[src/hw/rtl/mer_pkg.sv]
// shared constants, codes and item types of the midpoint ellipse rasterizer
package mer_pkg;

   localparam int COORD_BITS     = 12;
   localparam int RADIUS_BITS    = 11;
   localparam int COLOR_BITS     = 32;
   localparam int CENTER_BITS    = 16;
   localparam int CFG_BITS       = 13;
   localparam int CSR_INDEX_BITS = 2;

   localparam int QUEUE_DEPTH_DEFAULT = 2;

   // configuration register indexes
   localparam logic [CSR_INDEX_BITS-1:0] CSR_TARGET_WIDTH  = 2'd0;
   localparam logic [CSR_INDEX_BITS-1:0] CSR_TARGET_HEIGHT = 2'd1;
   localparam logic [CSR_INDEX_BITS-1:0] CSR_FILL_MODE     = 2'd2;

   localparam logic [CFG_BITS-1:0] TARGET_WIDTH_RESET  = 13'd640;
   localparam logic [CFG_BITS-1:0] TARGET_HEIGHT_RESET = 13'd480;
   localparam logic                FILL_MODE_RESET     = 1'b0;

   // request codes on the input channel
   localparam logic REQ_START = 1'b0;
   localparam logic REQ_STEP  = 1'b1;

   // command codes held in the queue
   localparam logic CMD_LOAD    = 1'b0;
   localparam logic CMD_ADVANCE = 1'b1;

   typedef struct packed {
      logic                          req_type;
      logic signed [CENTER_BITS-1:0] center_x;
      logic signed [CENTER_BITS-1:0] center_y;
      logic [RADIUS_BITS-1:0]        radius_x;
      logic [RADIUS_BITS-1:0]        radius_y;
      logic [COLOR_BITS-1:0]         color;
   } req_item_type;

   typedef struct packed {
      logic [COORD_BITS-1:0] pixel_x;
      logic [COORD_BITS-1:0] span_end_x;
      logic [COORD_BITS-1:0] pixel_y;
      logic [COLOR_BITS-1:0] pixel_color;
      logic                  visible;
      logic                  last;
      logic                  done_res;
   } rsp_item_type;

   typedef struct packed {
      logic                          op;
      logic signed [CENTER_BITS-1:0] center_x;
      logic signed [CENTER_BITS-1:0] center_y;
      logic [RADIUS_BITS-1:0]        radius_x;
      logic [RADIUS_BITS-1:0]        radius_y;
      logic [COLOR_BITS-1:0]         color;
   } cmd_item_type;

   typedef struct packed {
      logic         valid;
      cmd_item_type cmd;
   } queue_head_type;

endpackage

[src/hw/rtl/mer_front.sv]
// front end: takes request items, decodes them into commands and queues them
module mer_front #(
   parameter int QUEUE_DEPTH = mer_pkg::QUEUE_DEPTH_DEFAULT
) (
   input  logic                    clock,
   input  logic                    reset,
   input  logic                    req_valid,
   output logic                    req_stall,
   input  mer_pkg::req_item_type   req_data,
   output mer_pkg::queue_head_type head,
   input  logic                    pop
);

   localparam int PTR_W = $clog2(QUEUE_DEPTH);
   localparam int CNT_W = $clog2(QUEUE_DEPTH + 1);

   mer_pkg::cmd_item_type queue_ff [QUEUE_DEPTH];
   mer_pkg::cmd_item_type cmd_c;

   logic [PTR_W-1:0] wr_ptr_ff, wr_ptr_in;
   logic [PTR_W-1:0] rd_ptr_ff, rd_ptr_in;
   logic [CNT_W-1:0] count_ff, count_in;
   logic             push;
   logic             full;

   always_comb begin
      cmd_c.center_x = req_data.center_x;
      cmd_c.center_y = req_data.center_y;
      cmd_c.radius_x = req_data.radius_x;
      cmd_c.radius_y = req_data.radius_y;
      cmd_c.color    = req_data.color;
      unique case (req_data.req_type)
         mer_pkg::REQ_START: cmd_c.op = mer_pkg::CMD_LOAD;
         mer_pkg::REQ_STEP:  cmd_c.op = mer_pkg::CMD_ADVANCE;
         default:            cmd_c.op = mer_pkg::CMD_ADVANCE;
      endcase
   end

   assign full      = (count_ff == CNT_W'(QUEUE_DEPTH));
   assign req_stall = full;
   assign push      = req_valid && !full;

   assign head.valid = (count_ff != '0);
   assign head.cmd   = queue_ff[rd_ptr_ff];

   always_comb begin
      wr_ptr_in = wr_ptr_ff;
      rd_ptr_in = rd_ptr_ff;
      count_in  = count_ff;
      if (push) begin
         wr_ptr_in = (wr_ptr_ff == PTR_W'(QUEUE_DEPTH - 1)) ? '0 : wr_ptr_ff + PTR_W'(1);
      end
      if (pop) begin
         rd_ptr_in = (rd_ptr_ff == PTR_W'(QUEUE_DEPTH - 1)) ? '0 : rd_ptr_ff + PTR_W'(1);
      end
      if (push && !pop) begin
         count_in = count_ff + CNT_W'(1);
      end else if (pop && !push) begin
         count_in = count_ff - CNT_W'(1);
      end
   end

   always_ff @(posedge clock) begin
      if (reset) begin
         wr_ptr_ff <= '0;
         rd_ptr_ff <= '0;
         count_ff  <= '0;
      end else begin
         wr_ptr_ff <= wr_ptr_in;
         rd_ptr_ff <= rd_ptr_in;
         count_ff  <= count_in;
      end
   end

   always_ff @(posedge clock) begin
      if (push) begin
         queue_ff[wr_ptr_ff] <= cmd_c;
      end
   end

   a_no_pop_when_empty: assert property (@(posedge clock) disable iff (reset)
      pop |-> count_ff != '0)
      else $error("queue popped while empty");

endmodule

[src/hw/rtl/mer_back.sv]
// back end: ellipse walk engine, configuration registers and result register
module mer_back (
   input  logic                                  clock,
   input  logic                                  reset,
   input  logic                                  csr_write_en,
   input  logic [mer_pkg::CSR_INDEX_BITS-1:0]    csr_index,
   input  logic [mer_pkg::CFG_BITS-1:0]          csr_wdata,
   input  mer_pkg::queue_head_type               head,
   output logic                                  pop,
   output logic                                  rsp_valid,
   input  logic                                  rsp_stall,
   output mer_pkg::rsp_item_type                 rsp_data
);

   localparam int CB     = mer_pkg::COORD_BITS;
   localparam int RB     = mer_pkg::RADIUS_BITS;
   localparam int CW     = mer_pkg::CENTER_BITS;
   localparam int OX_W   = CB + 1;
   localparam int OY_W   = RB + 2;
   localparam int OFF_W  = (OX_W > OY_W ? OX_W : OY_W) + 1;
   localparam int POS_W  = (CW > OFF_W ? CW : OFF_W) + 1;
   localparam int SQ_W   = 2 * RB;
   localparam int PROD_W = 3 * RB;
   localparam int DEC_W  = 3 * RB + 8;
   localparam int SZ_W   = CB + 1;
   localparam int EXT_W  = (mer_pkg::CFG_BITS > SZ_W) ? mer_pkg::CFG_BITS : SZ_W;

   localparam logic [2:0] ST_IDLE      = 3'd0;
   localparam logic [2:0] ST_PRIME_SQ  = 3'd1;
   localparam logic [2:0] ST_PRIME_MUL = 3'd2;
   localparam logic [2:0] ST_PRIME_SET = 3'd3;
   localparam logic [2:0] ST_TEST      = 3'd4;
   localparam logic [2:0] ST_UPDATE    = 3'd5;
   localparam logic [2:0] ST_EMIT      = 3'd6;

   localparam logic [1:0] REGION_ONE  = 2'd0;
   localparam logic [1:0] REGION_TWO  = 2'd1;
   localparam logic [1:0] REGION_DONE = 2'd2;

   localparam logic [1:0] SLOT_SPAN_LAST  = 2'd1;
   localparam logic [1:0] SLOT_POINT_LAST = 2'd3;

   function automatic logic [SZ_W-1:0] eff_size(input logic [mer_pkg::CFG_BITS-1:0] v);
      logic [EXT_W-1:0] ve;
      logic [EXT_W-1:0] lim;
      ve       = EXT_W'(v);
      lim      = EXT_W'(1) << CB;
      eff_size = (ve > lim) ? SZ_W'(lim) : SZ_W'(ve);
   endfunction

   // control state
   logic [2:0]                   state_ff, state_in;
   logic [1:0]                   region_ff, region_in;
   logic                         done_ff, done_in;
   logic [1:0]                   slot_ff, slot_in;
   logic                         rsp_valid_ff, rsp_valid_in;
   logic [mer_pkg::CFG_BITS-1:0] width_ff, height_ff;
   logic                         fill_ff;

   // walk data
   logic signed [CW-1:0]           saved_cx_ff, saved_cx_in;
   logic signed [CW-1:0]           saved_cy_ff, saved_cy_in;
   logic [RB-1:0]                  saved_rx_ff, saved_rx_in;
   logic [RB-1:0]                  saved_ry_ff, saved_ry_in;
   logic [mer_pkg::COLOR_BITS-1:0] saved_color_ff, saved_color_in;
   logic [SQ_W-1:0]                sq_a_ff, sq_a_in;
   logic [SQ_W-1:0]                sq_b_ff, sq_b_in;
   logic [PROD_W-1:0]              prod_ff, prod_in;
   logic [OX_W-1:0]                off_x_ff, off_x_in;
   logic signed [OY_W-1:0]         off_y_ff, off_y_in;
   logic signed [DEC_W-1:0]        step_dx_ff, step_dx_in;
   logic signed [DEC_W-1:0]        step_dy_ff, step_dy_in;
   logic signed [DEC_W-1:0]        decision_ff, decision_in;
   logic signed [OFF_W-1:0]        p_ff, p_in;
   logic signed [OFF_W-1:0]        q_ff, q_in;
   mer_pkg::rsp_item_type          rsp_data_ff, rsp_data_in;

   // helpers
   logic [SZ_W-1:0]         w_eff, h_eff;
   logic [RB-1:0]           prime_a, prime_b;
   logic signed [DEC_W-1:0] sqa_d, sqb_d, prod_d;
   logic                    walk_ok;
   logic                    dec_le0;
   logic signed [OY_W-1:0]  off_y_nx;
   logic                    load;
   logic                    last_c;

   // result datapath
   logic signed [POS_W-1:0] cx_e, cy_e, p_e, q_e;
   logic signed [POS_W-1:0] x_plus, x_minus, y_plus, y_minus;
   logic signed [POS_W-1:0] w_s, h_s, wm1_s;
   logic signed [POS_W-1:0] pt_x, pt_y, row_y, l_s, r_s;
   logic                    pt_vis, sp_vis;
   mer_pkg::rsp_item_type   res_c;

   assign w_eff = eff_size(width_ff);
   assign h_eff = eff_size(height_ff);

   // region two walks the transposed ellipse
   assign prime_a = (region_ff == REGION_ONE) ? saved_rx_ff : saved_ry_ff;
   assign prime_b = (region_ff == REGION_ONE) ? saved_ry_ff : saved_rx_ff;

   assign sqa_d  = $signed(DEC_W'(sq_a_ff));
   assign sqb_d  = $signed(DEC_W'(sq_b_ff));
   assign prod_d = $signed(DEC_W'(prod_ff));

   assign walk_ok = (step_dx_ff < step_dy_ff) && (off_x_ff < w_eff) && !off_y_ff[OY_W-1];
   assign dec_le0 = decision_ff[DEC_W-1] || (decision_ff == '0);
   assign off_y_nx = dec_le0 ? off_y_ff : off_y_ff - OY_W'(1);

   assign load   = (state_ff == ST_EMIT) && (!rsp_valid_ff || !rsp_stall);
   assign last_c = done_ff || (fill_ff ? (slot_ff == SLOT_SPAN_LAST)
                                       : (slot_ff == SLOT_POINT_LAST));

   // mirrored coordinates for the current slot
   always_comb begin
      cx_e    = POS_W'(saved_cx_ff);
      cy_e    = POS_W'(saved_cy_ff);
      p_e     = POS_W'(p_ff);
      q_e     = POS_W'(q_ff);
      x_plus  = cx_e + p_e;
      x_minus = cx_e - p_e;
      y_plus  = cy_e + q_e;
      y_minus = cy_e - q_e;
      w_s     = $signed(POS_W'(w_eff));
      h_s     = $signed(POS_W'(h_eff));
      wm1_s   = w_s - POS_W'(1);

      if (region_ff == REGION_ONE) begin
         pt_x = slot_ff[1] ? x_minus : x_plus;
         pt_y = slot_ff[0] ? y_minus : y_plus;
      end else begin
         pt_x = slot_ff[0] ? x_minus : x_plus;
         pt_y = slot_ff[1] ? y_minus : y_plus;
      end
      pt_vis = !pt_x[POS_W-1] && (pt_x < w_s) && !pt_y[POS_W-1] && (pt_y < h_s);

      row_y  = slot_ff[0] ? y_minus : y_plus;
      sp_vis = !row_y[POS_W-1] && (row_y < h_s)
               && !(x_minus[POS_W-1] && x_plus[POS_W-1])
               && !((x_minus >= w_s) && (x_plus >= w_s));
      l_s = x_minus[POS_W-1] ? '0 : ((x_minus > wm1_s) ? wm1_s : x_minus);
      r_s = x_plus[POS_W-1]  ? '0 : ((x_plus > wm1_s)  ? wm1_s : x_plus);

      res_c.pixel_color = saved_color_ff;
      res_c.last        = last_c;
      res_c.done_res    = 1'b0;
      if (done_ff) begin
         res_c.pixel_x     = '0;
         res_c.span_end_x  = '0;
         res_c.pixel_y     = '0;
         res_c.pixel_color = '0;
         res_c.visible     = 1'b0;
         res_c.done_res    = 1'b1;
      end else if (fill_ff) begin
         res_c.visible    = sp_vis;
         res_c.pixel_x    = sp_vis ? l_s[CB-1:0] : '0;
         res_c.span_end_x = sp_vis ? r_s[CB-1:0] : '0;
         res_c.pixel_y    = sp_vis ? row_y[CB-1:0] : '0;
      end else begin
         res_c.visible    = pt_vis;
         res_c.pixel_x    = pt_vis ? pt_x[CB-1:0] : '0;
         res_c.span_end_x = pt_vis ? pt_x[CB-1:0] : '0;
         res_c.pixel_y    = pt_vis ? pt_y[CB-1:0] : '0;
      end
   end

   always_comb begin
      state_in       = state_ff;
      region_in      = region_ff;
      done_in        = done_ff;
      slot_in        = slot_ff;
      saved_cx_in    = saved_cx_ff;
      saved_cy_in    = saved_cy_ff;
      saved_rx_in    = saved_rx_ff;
      saved_ry_in    = saved_ry_ff;
      saved_color_in = saved_color_ff;
      sq_a_in        = sq_a_ff;
      sq_b_in        = sq_b_ff;
      prod_in        = prod_ff;
      off_x_in       = off_x_ff;
      off_y_in       = off_y_ff;
      step_dx_in     = step_dx_ff;
      step_dy_in     = step_dy_ff;
      decision_in    = decision_ff;
      p_in           = p_ff;
      q_in           = q_ff;
      pop            = 1'b0;

      unique case (state_ff)
         ST_IDLE: begin
            if (head.valid) begin
               pop = 1'b1;
               if (head.cmd.op == mer_pkg::CMD_LOAD) begin
                  saved_cx_in    = head.cmd.center_x;
                  saved_cy_in    = head.cmd.center_y;
                  saved_rx_in    = head.cmd.radius_x;
                  saved_ry_in    = head.cmd.radius_y;
                  saved_color_in = head.cmd.color;
                  region_in      = REGION_ONE;
                  state_in       = ST_PRIME_SQ;
               end else if (region_ff == REGION_DONE) begin
                  done_in  = 1'b1;
                  slot_in  = '0;
                  state_in = ST_EMIT;
               end else begin
                  done_in  = 1'b0;
                  state_in = ST_TEST;
               end
            end
         end
         ST_PRIME_SQ: begin
            sq_a_in    = SQ_W'(prime_a) * SQ_W'(prime_a);
            sq_b_in    = SQ_W'(prime_b) * SQ_W'(prime_b);
            off_x_in   = '0;
            off_y_in   = $signed(OY_W'(prime_b));
            step_dx_in = '0;
            state_in   = ST_PRIME_MUL;
         end
         ST_PRIME_MUL: begin
            prod_in  = PROD_W'(sq_a_ff) * PROD_W'(prime_b);
            state_in = ST_PRIME_SET;
         end
         ST_PRIME_SET: begin
            // scaled by 4: p = 4*b2 - 4*a2*b + a2, dy = 8*a2*b
            step_dy_in  = prod_d <<< 3;
            decision_in = (sqb_d <<< 2) - (prod_d <<< 2) + sqa_d;
            state_in    = (region_ff == REGION_ONE) ? ST_IDLE : ST_TEST;
         end
         ST_TEST: begin
            if (walk_ok) begin
               state_in = ST_UPDATE;
            end else if (region_ff == REGION_ONE) begin
               region_in = REGION_TWO;
               state_in  = ST_PRIME_SQ;
            end else begin
               region_in = REGION_DONE;
               done_in   = 1'b1;
               slot_in   = '0;
               state_in  = ST_EMIT;
            end
         end
         ST_UPDATE: begin
            if (dec_le0) begin
               decision_in = decision_ff + step_dx_ff + (sqb_d <<< 2);
            end else begin
               decision_in = decision_ff + step_dx_ff - step_dy_ff + (sqb_d <<< 2);
               step_dy_in  = step_dy_ff - (sqa_d <<< 3);
            end
            off_y_in   = off_y_nx;
            step_dx_in = step_dx_ff + (sqb_d <<< 3);
            off_x_in   = off_x_ff + OX_W'(1);
            // offsets as seen by this iteration: old x, new y
            if (region_ff == REGION_ONE) begin
               p_in = OFF_W'($signed({1'b0, off_x_ff}));
               q_in = OFF_W'(off_y_nx);
            end else begin
               p_in = OFF_W'(off_y_nx);
               q_in = OFF_W'($signed({1'b0, off_x_ff}));
            end
            slot_in  = '0;
            state_in = ST_EMIT;
         end
         ST_EMIT: begin
            if (load) begin
               slot_in = slot_ff + 2'd1;
               if (last_c) begin
                  state_in = ST_IDLE;
               end
            end
         end
         default: begin
            state_in = ST_IDLE;
         end
      endcase
   end

   always_comb begin
      rsp_data_in  = rsp_data_ff;
      rsp_valid_in = rsp_valid_ff && rsp_stall;
      if (load) begin
         rsp_data_in  = res_c;
         rsp_valid_in = 1'b1;
      end
   end

   assign rsp_valid = rsp_valid_ff;
   assign rsp_data  = rsp_data_ff;

   always_ff @(posedge clock) begin
      if (reset) begin
         state_ff     <= ST_IDLE;
         region_ff    <= REGION_DONE;
         done_ff      <= 1'b0;
         slot_ff      <= '0;
         rsp_valid_ff <= 1'b0;
         width_ff     <= mer_pkg::TARGET_WIDTH_RESET;
         height_ff    <= mer_pkg::TARGET_HEIGHT_RESET;
         fill_ff      <= mer_pkg::FILL_MODE_RESET;
      end else begin
         state_ff     <= state_in;
         region_ff    <= region_in;
         done_ff      <= done_in;
         slot_ff      <= slot_in;
         rsp_valid_ff <= rsp_valid_in;
         if (csr_write_en) begin
            unique case (csr_index)
               mer_pkg::CSR_TARGET_WIDTH:  width_ff  <= csr_wdata;
               mer_pkg::CSR_TARGET_HEIGHT: height_ff <= csr_wdata;
               mer_pkg::CSR_FILL_MODE:     fill_ff   <= csr_wdata[0];
               default: begin
               end
            endcase
         end
      end
   end

   always_ff @(posedge clock) begin
      saved_cx_ff    <= saved_cx_in;
      saved_cy_ff    <= saved_cy_in;
      saved_rx_ff    <= saved_rx_in;
      saved_ry_ff    <= saved_ry_in;
      saved_color_ff <= saved_color_in;
      sq_a_ff        <= sq_a_in;
      sq_b_ff        <= sq_b_in;
      prod_ff        <= prod_in;
      off_x_ff       <= off_x_in;
      off_y_ff       <= off_y_in;
      step_dx_ff     <= step_dx_in;
      step_dy_ff     <= step_dy_in;
      decision_ff    <= decision_in;
      p_ff           <= p_in;
      q_ff           <= q_in;
      rsp_data_ff    <= rsp_data_in;
   end

   a_done_is_last: assert property (@(posedge clock) disable iff (reset)
      rsp_valid_ff && rsp_data_ff.done_res |-> rsp_data_ff.last && !rsp_data_ff.visible)
      else $error("done item without last or marked visible");

   a_result_from_emit: assert property (@(posedge clock) disable iff (reset)
      $rose(rsp_valid_ff) |-> $past(state_ff) == ST_EMIT)
      else $error("result item loaded outside the emit state");

   a_hidden_is_zero: assert property (@(posedge clock) disable iff (reset)
      rsp_valid_ff && !rsp_data_ff.visible |->
         rsp_data_ff.pixel_x == '0 && rsp_data_ff.span_end_x == '0
         && rsp_data_ff.pixel_y == '0)
      else $error("hidden item carries coordinates");

   a_outline_point: assert property (@(posedge clock) disable iff (reset)
      rsp_valid_ff && !fill_ff |-> rsp_data_ff.span_end_x == rsp_data_ff.pixel_x)
      else $error("outline item with a span end apart from its column");

endmodule

[src/hw/rtl/midpoint_ellipse_rasterizer_unit.sv]
// top level of the midpoint ellipse rasterizer
//
//   port group  direction  handshake             carries
//   req_*       in         req_valid/req_stall   start or step item
//   rsp_*       out        rsp_valid/rsp_stall   point or span item
//   csr_*       in         csr_write_en          width, height, fill mode
//
// start item: dispatch, squaring, multiply and setup in the walk engine
// step item: dispatch, test and update, then 4 results in outline and 2 in fill mode;
//   a region change adds re-priming (squaring, multiply, setup); a step on the finished walk
//   goes from dispatch straight to emit and gives 1 result
// one walk engine and one result register serve all items, so items run in order
// a short queue keeps taking request items, until it is full, while the engine waits on rsp_stall
// reset is synchronous and leaves the walk finished with the reset area sizes
module midpoint_ellipse_rasterizer_unit #(
   parameter int QUEUE_DEPTH = mer_pkg::QUEUE_DEPTH_DEFAULT
) (
   input  logic                               clock,
   input  logic                               reset,
   input  logic                               req_valid,
   output logic                               req_stall,
   input  mer_pkg::req_item_type              req_data,
   output logic                               rsp_valid,
   input  logic                               rsp_stall,
   output mer_pkg::rsp_item_type              rsp_data,
   input  logic                               csr_write_en,
   input  logic [mer_pkg::CSR_INDEX_BITS-1:0] csr_index,
   input  logic [mer_pkg::CFG_BITS-1:0]       csr_wdata
);

   mer_pkg::queue_head_type head;
   logic                    pop;

   mer_front #(
      .QUEUE_DEPTH (QUEUE_DEPTH)
   ) u_front (
      .clock     (clock),
      .reset     (reset),
      .req_valid (req_valid),
      .req_stall (req_stall),
      .req_data  (req_data),
      .head      (head),
      .pop       (pop)
   );

   mer_back u_back (
      .clock        (clock),
      .reset        (reset),
      .csr_write_en (csr_write_en),
      .csr_index    (csr_index),
      .csr_wdata    (csr_wdata),
      .head         (head),
      .pop          (pop),
      .rsp_valid    (rsp_valid),
      .rsp_stall    (rsp_stall),
      .rsp_data     (rsp_data)
   );

endmodule
[config.mk]
export PLATFORM = sky130hd
export DESIGN_NAME = midpoint_ellipse_rasterizer_unit
export DESIGN_NICKNAME = d
export VERILOG_FILES = /design/src/hw/rtl/mer_pkg.sv /design/src/hw/rtl/mer_front.sv /design/src/hw/rtl/mer_back.sv /design/src/hw/rtl/midpoint_ellipse_rasterizer_unit.sv
export SDC_FILE = /design/constraint.sdc
export NUM_CORES = 2
export LEC_CHECK = 0
export BUFFER_PORTS_ARGS = -buffer_cell sky130_fd_sc_hd__buf_2
export CAP_MARGIN = 10
export CORE_ASPECT_RATIO = 1.4
export CORE_UTILIZATION = 41
export DETAILED_ROUTE_END_ITERATION = 16
export HOLD_SLACK_MARGIN = 0.1
export PLACE_DENSITY_LB_ADDON = 0.15
export SLEW_MARGIN = 20
export SYNTH_ARGS = -nofsm -noshare
export SYNTH_HDL_FRONTEND = slang
export SYNTH_SLANG_ARGS = --single-unit
export TNS_END_PERCENT = 10
[constraint.sdc]
create_clock -name clock -period 8.9 [get_ports clock]
set_clock_uncertainty 0.2 [all_clocks]
set_input_delay 1.335 -clock clock [delete_from_list [all_inputs] [get_ports clock]]
set_output_delay 1.335 -clock clock [all_outputs]
set_load 0.05 [all_outputs]
# Word-level counts from Yosys, hierarchy flattened
# Memory sizes are Yosys's and may differ from the RTL's. A register that Yosys moved wholly into a read port is not among the register bits.
# Cells that the tools add are included.
dict set report word_totals {
  regBits 451
  ram_bits 174
  input_bits 107
  output_inout_bits 73
  wordCells 213
  n_memories 1
}
dict set report classes {
  add_sub_neg 20
  multipliers 3
  magnitude_cmp 11
  eq_ne 21
  n_mux 72
  bitwise_logic 2
  n_reduce_logical 48
}
# name depth width read_ports rd_ports_with_merged_regs wr line_no
set mem_list {}
lappend mem_list {u_front.queue_ff 2 87 1 1 1 mer_front.sv:17} ;# mer_pkg::cmd_item_type queue_ff [QUEUE_DEPTH];
# op count
set op_table {}
lappend op_table {{$pmux W41 S2} 3}
lappend op_table {{$mux W12} 9}
lappend op_table {{$mux W17} 6}
lappend op_table {{$add A41 B25 Y41} 2}
lappend op_table {{$mux W41} 2}
lappend op_table {{$mux W13} 5}
lappend op_table {{$pmux W13 S2} 2}
lappend op_table {{$lt A17 B14 Y1} 3}
lappend op_table {{$mul A11 B11 Y22} 2}
lappend op_table {{$add A41 B23 Y41} 1}
lappend op_table {{$add A41 B26 Y41} 1}
lappend op_table {{$add A41 B41 Y41} 1}
lappend op_table {{$logic_not A41 Y1} 1}
lappend op_table {{$lt A41 B41 Y1} 1}
lappend op_table {{$sub A41 B26 Y41} 1}
lappend op_table {{$sub A41 B41 Y41} 1}
lappend op_table {{$mux W36} 1}
lappend op_table {{$sub A24 B35 Y36} 1}
lappend op_table {{$add A16 B14 Y17} 2}
lappend op_table {{$ge A17 B14 Y1} 2}
lappend op_table {{$gt A17 B14 Y1} 2}
lappend op_table {{$sub A16 B14 Y17} 2}
lappend op_table {{$mul A22 B11 Y33} 1}
lappend op_table {{$gt A13 B13 Y1 const B} 2}
lappend op_table {{other kinds (35)} 123}

# Logic depth before layout (Yosys ltp)
dict set report logic_depth {
  depth_word 9
  mapped_depth 30
}

# Cells and area by module
# A second synthesis with hierarchy kept.
dict set report unflattened {
  cells_unflattened 5658
  area_unflattened_um2 55086.6
}
# mod n_inst cells_each area_per_inst_um2 seq_area_each_um2
set modules_own_cells {}
lappend modules_own_cells {mer_back 1 5362 48471.5 12792.3}
lappend modules_own_cells {mer_front 1 296 6615.1 5325.1}

# Worst setup path before layout
# OpenSTA, ideal clock, no wires.
dict set report synth_timing {
  kind {reg-to-reg}
  start {register u_back.region_ff[0]}
  end {register u_back.prod_ff[32] (data pin)}
  t_arrival_ps 7242
  required_time_ps 8441
  slack_ps 1199
  path_stages_with_launch 30
  path_buffers 5
  cell_sequence {dfxtp_1 -> or2_2 -> clkbuf_1 -> buf_1 -> clkbuf_1 -> nand2_1 -> nand2_1 -> clkbuf_1 -> buf_1 -> nand2_1 -> fa_1 -> fa_1 -> fa_1 -> inv_1 -> fa_1 -> inv_1 -> fa_1 -> inv_1 -> ha_1 -> o21a_1 -> o21ai_0 -> a31o_2 -> o21bai_1 -> o221a_2 -> a2111o_1 -> a21oi_1 -> o21ai_0 -> a211oi_1 -> a21oi_1 -> xnor2_1}
}
dict set report synth_between {
  elab_chain_cells 3
}
# item line_no
set synth_lines {}
lappend synth_lines {{from (decl)} mer_back.sv:53} ;# logic [1:0] region_ff, region_in;
lappend synth_lines {{from (signal assigned)} mer_back.sv:302} ;# region_ff <= region_in;
lappend synth_lines {{$logic_not A2 Y1} mer_back.sv:101} ;# assign prime_b = (region_ff == REGION_ONE) ? saved_ry_ff : saved_rx_ff;
lappend synth_lines {{$mux W11} mer_back.sv:101}
lappend synth_lines {{$mul A22 B11 Y33} mer_back.sv:221} ;# prod_in = PROD_W'(sq_a_ff) * PROD_W'(prime_b);
lappend synth_lines {{to (signal assigned)} mer_back.sv:326} ;# prod_ff <= prod_in;
lappend synth_lines {{to (decl)} mer_back.sv:68} ;# logic [PROD_W-1:0] prod_ff, prod_in;
# Every way passes these cells.
# A chain may end at the register's enable or synchronous reset.

# Worst setup path after layout
dict set report layout_timing {
  start {register u_back.region_ff[1]}
  end {register u_back.prod_ff[31] (data pin)}
}
# Same word-level chain as after synthesis.

==> flow_metrics.env <==
export IMPL_synthArstFlopShare_pct=0
export IMPL_min_period_over_period_pct=90.8
export IMPL_fin_crit_ns=8.09
export IMPL_firstDrtPassIters=8
export IMPL_hpwlAfterDp_microns=128000
export IMPL_grt_max_degree=59
export IMPL_reg2reg_from="u_back.region_ff[1]$_SDFFE_PP1P_"
export IMPL_cts_setup_buffers=0
export IMPL_route_detailed_drc=0
export IMPL_finalSetupTns_ns=0
export IMPL_tightest_slew_ns=1.13
export IMPL_fin_util_pct=45.6
export IMPL_cp_depth=25
export IMPL_r2r_end="u_back.prod_ff[31]$_DFFE_PP_"
export IMPL_yosysTopAreaCell="edfxtp_1"
export IMPL_drtIter0Drc=2302
export IMPL_synth_ff_latch_count=617
export IMPL_die_w_microns=310
export IMPL_ctsResizeCount=0
export IMPL_synth_edff_count=576
export IMPL_startpoint="u_back.region_ff[1]$_SDFFE_PP1P_"
export IMPL_num_vias=41500
export IMPL_rows=157
export IMPL_cp_slowest_cell="a211oi_1"
export IMPL_fmax_ghz=0.124
export IMPL_crit_arrival_ns=8.33
export IMPL_die_area_sq_mm=0.134
export IMPL_vias_per_cell=5.49
export IMPL_hold_viol_final=0
export IMPL_setup_viol=0
export IMPL_crit_fanout=18
export IMPL_critPathMaxStageDelay_ns=0.85
export IMPL_start_util_pct=41.5
export IMPL_rsz0062_at_grt="false"
export IMPL_clk_latency_ns=0.69
export IMPL_maxCapViolCount=0
export IMPL_cts_clk_slew_worst_paths_ns=0.06
export IMPL_ant_nets=0
export IMPL_grt_overflow_total=0
export IMPL_drive_gt1_share_pct=8.76
export IMPL_hp_class="reg -> reg"
export IMPL_fillers=12800
export IMPL_synthTopCellsByArea="edfxtp_1 (32%), ha_1 (14%), fa_1 (12%), inv_1 (4.2%), nand2_1 (3.9%)"
export IMPL_numCtsBuffers=70
export IMPL_outcome="finished clean"
export IMPL_cts_tree="done"
export IMPL_fin_nets=6776
export IMPL_syn_avg_cell_area_sq_um=9.71
export IMPL_core_area_sq_mm=0.131
export IMPL_drt_total_wl_microns=160000
export IMPL_crit_path_start_kind="flop"
export IMPL_synthesis_nets=6623
export IMPL_slew_headroom_pct=23.9
export IMPL_critPathBufInv=4
export IMPL_r2r_cells=25
export IMPL_slew_viol_final=0
export IMPL_ys_types=89
export IMPL_synth_flop_cell="edfxtp_1"
export IMPL_ioPinCount=180
export IMPL_cts_root_buf="clkbuf_16"
export IMPL_endpoint="u_back.prod_ff[31]$_DFFE_PP_"
export IMPL_ys_seq_area_share_pct=33.3
export IMPL_multiInputGateArea_sq_mm=0.0335
export IMPL_hold_path_depth=2
export IMPL_grt_usage_pct=23.7
export IMPL_yosys_top_cells_count="inv_1 (607), ha_1 (589), edfxtp_1 (576)"
export IMPL_io_buffer_count=179
export IMPL_synth_warnings=0
export IMPL_cpLargestDelayFamily="adder cells"
export IMPL_regArea_sq_mm=0.0181
export IMPL_synthCells=5605
export IMPL_grt_pass1_wl_microns=243000
export IMPL_syn_area_sq_mm=0.0544
export IMPL_r2r_setup_slack_ns=0.81
export IMPL_wl_per_cell_microns=21.1
export IMPL_fp_dieH_microns=433
export IMPL_yosysTopAreaCellShare_pct=31.8
export IMPL_yosysMostFrequentCell="inv_1"
export IMPL_critPathKind="reg -> reg"
export IMPL_cts_max_level=3
export IMPL_cp_required_ns=9.14
export IMPL_gp_congestion=0.921
export IMPL_cts_sinks=617
export IMPL_area_delta_synth_final_pct=9.93
export IMPL_end_kind="flop"
export IMPL_cts_hold_buffers=0
export IMPL_antenna_found_initial=2
export IMPL_clk_path_buf_depth=3
export IMPL_grt_pass1_vias=42300
## how the worst min path moves through the flow
stage                                             end                         startpoint
floorplan                u_back.rsp_data[0]$_DFFE_PP_        u_back.done_ff$_SDFFE_PP0P_
global placement    u_back.height_ff[12]$_SDFFE_PP0P_  u_back.height_ff[12]$_SDFFE_PP0P_
finish              u_back.height_ff[12]$_SDFFE_PP0P_  u_back.height_ff[12]$_SDFFE_PP0P_
global route        u_back.height_ff[12]$_SDFFE_PP0P_  u_back.height_ff[12]$_SDFFE_PP0P_
CTS                 u_back.height_ff[12]$_SDFFE_PP0P_  u_back.height_ff[12]$_SDFFE_PP0P_
detailed placement  u_back.height_ff[12]$_SDFFE_PP0P_  u_back.height_ff[12]$_SDFFE_PP0P_
## state kept, by name, summed over array words and instances (netlist names), 16 cells and up, named ones only
register / count
u_back.step_dx_ff: 38
u_back.step_dy_ff: 38
u_back.prod_ff: 33
u_back.rsp_data: 71
u_back.sq_b_ff: 21
u_back.saved_color_ff: 32
u_back.saved_cy_ff: 16
u_back.sq_a_ff: 21
u_front.queue_ff: 174
u_back.decision_ff: 40
u_back.saved_cx_ff: 16
## placed cells by master, fill, tap and decap left out, types with 179 or more instances in the layout
cell / synthesis / routed
inv_1: 607 / 606
ha_1: 589 / 589
edfxtp_1: 576 / 576
nand2_1: 564 / 561
nor2_1: 446 / 444
a21oi_1: 361 / 360
fa_1: 322 / 322
o21ai_0: 278 / 278
xnor2_1: 220 / 220
buf_2: 0 / 179
## cells by family after synthesis
family                   count (synthesis)  share of synthesized area (%)
XOR/XNOR                               350                           5.63
flip-flops                             617                           33.3
adder cells (fa/ha/maj)                911                           25.4
multiplexers                           142                           2.82
AND/OR/NAND/NOR                       1626                           13.9
buffers and inverters                  776                           5.35
AO/OA/AOI/OAI                         1183                           13.6
## metrics by stage
step | cells | cell area, sq um | setup WS (ns) | hold slack (ns)
2_1_floorplan | 5605 | 54400 | 1.20 | 0.206
3_3_place_gp | 7435 | 57500 | 0.957 | 0.255
3_5_place_dp | 7435 | 57500 | 0.835 | 0.263
4_1_cts | 7560 | 59800 | 0.797 | 0.281
5_1_grt | 7561 | 59800 | 0.458 | 0.293
6_report | 7562 | 59800 | 0.814 | 0.276
## per-layer routing
metal / global-route usage [%] / share of wire [%] / vias to the layer above / wire length [microns]
met5: 0 / 0 / - / 0
met4: 10.4 / 4.5 / 0 / 7180
met3: 2.33 / 3.3 / 284 / 5270
met2: 45.1 / 54 / 883 / 86200
met1: 26.2 / 38 / 20500 / 60900
li1: - / - / 19900 / -
## worst min-delay path, stage by stage, from the launching register on
cell and delay (ns):
dfxtp_1 0.31, nand2_1 0.06, a21oi_1 0.06
## layout make-up
type,instances,share of cell area (%)
multi-input combinational,4212,56.0
sequential,617,30.3
inverter,613,3.85
tap,1749,3.66
clock buffer,82,3.00
timing repair buffer,244,2.31
clock inverter,43,0.893
antenna,2,0.00836
Power is not shown: default switching activity piles up to over one toggle a cycle in this logic, so the estimate is an artifact.
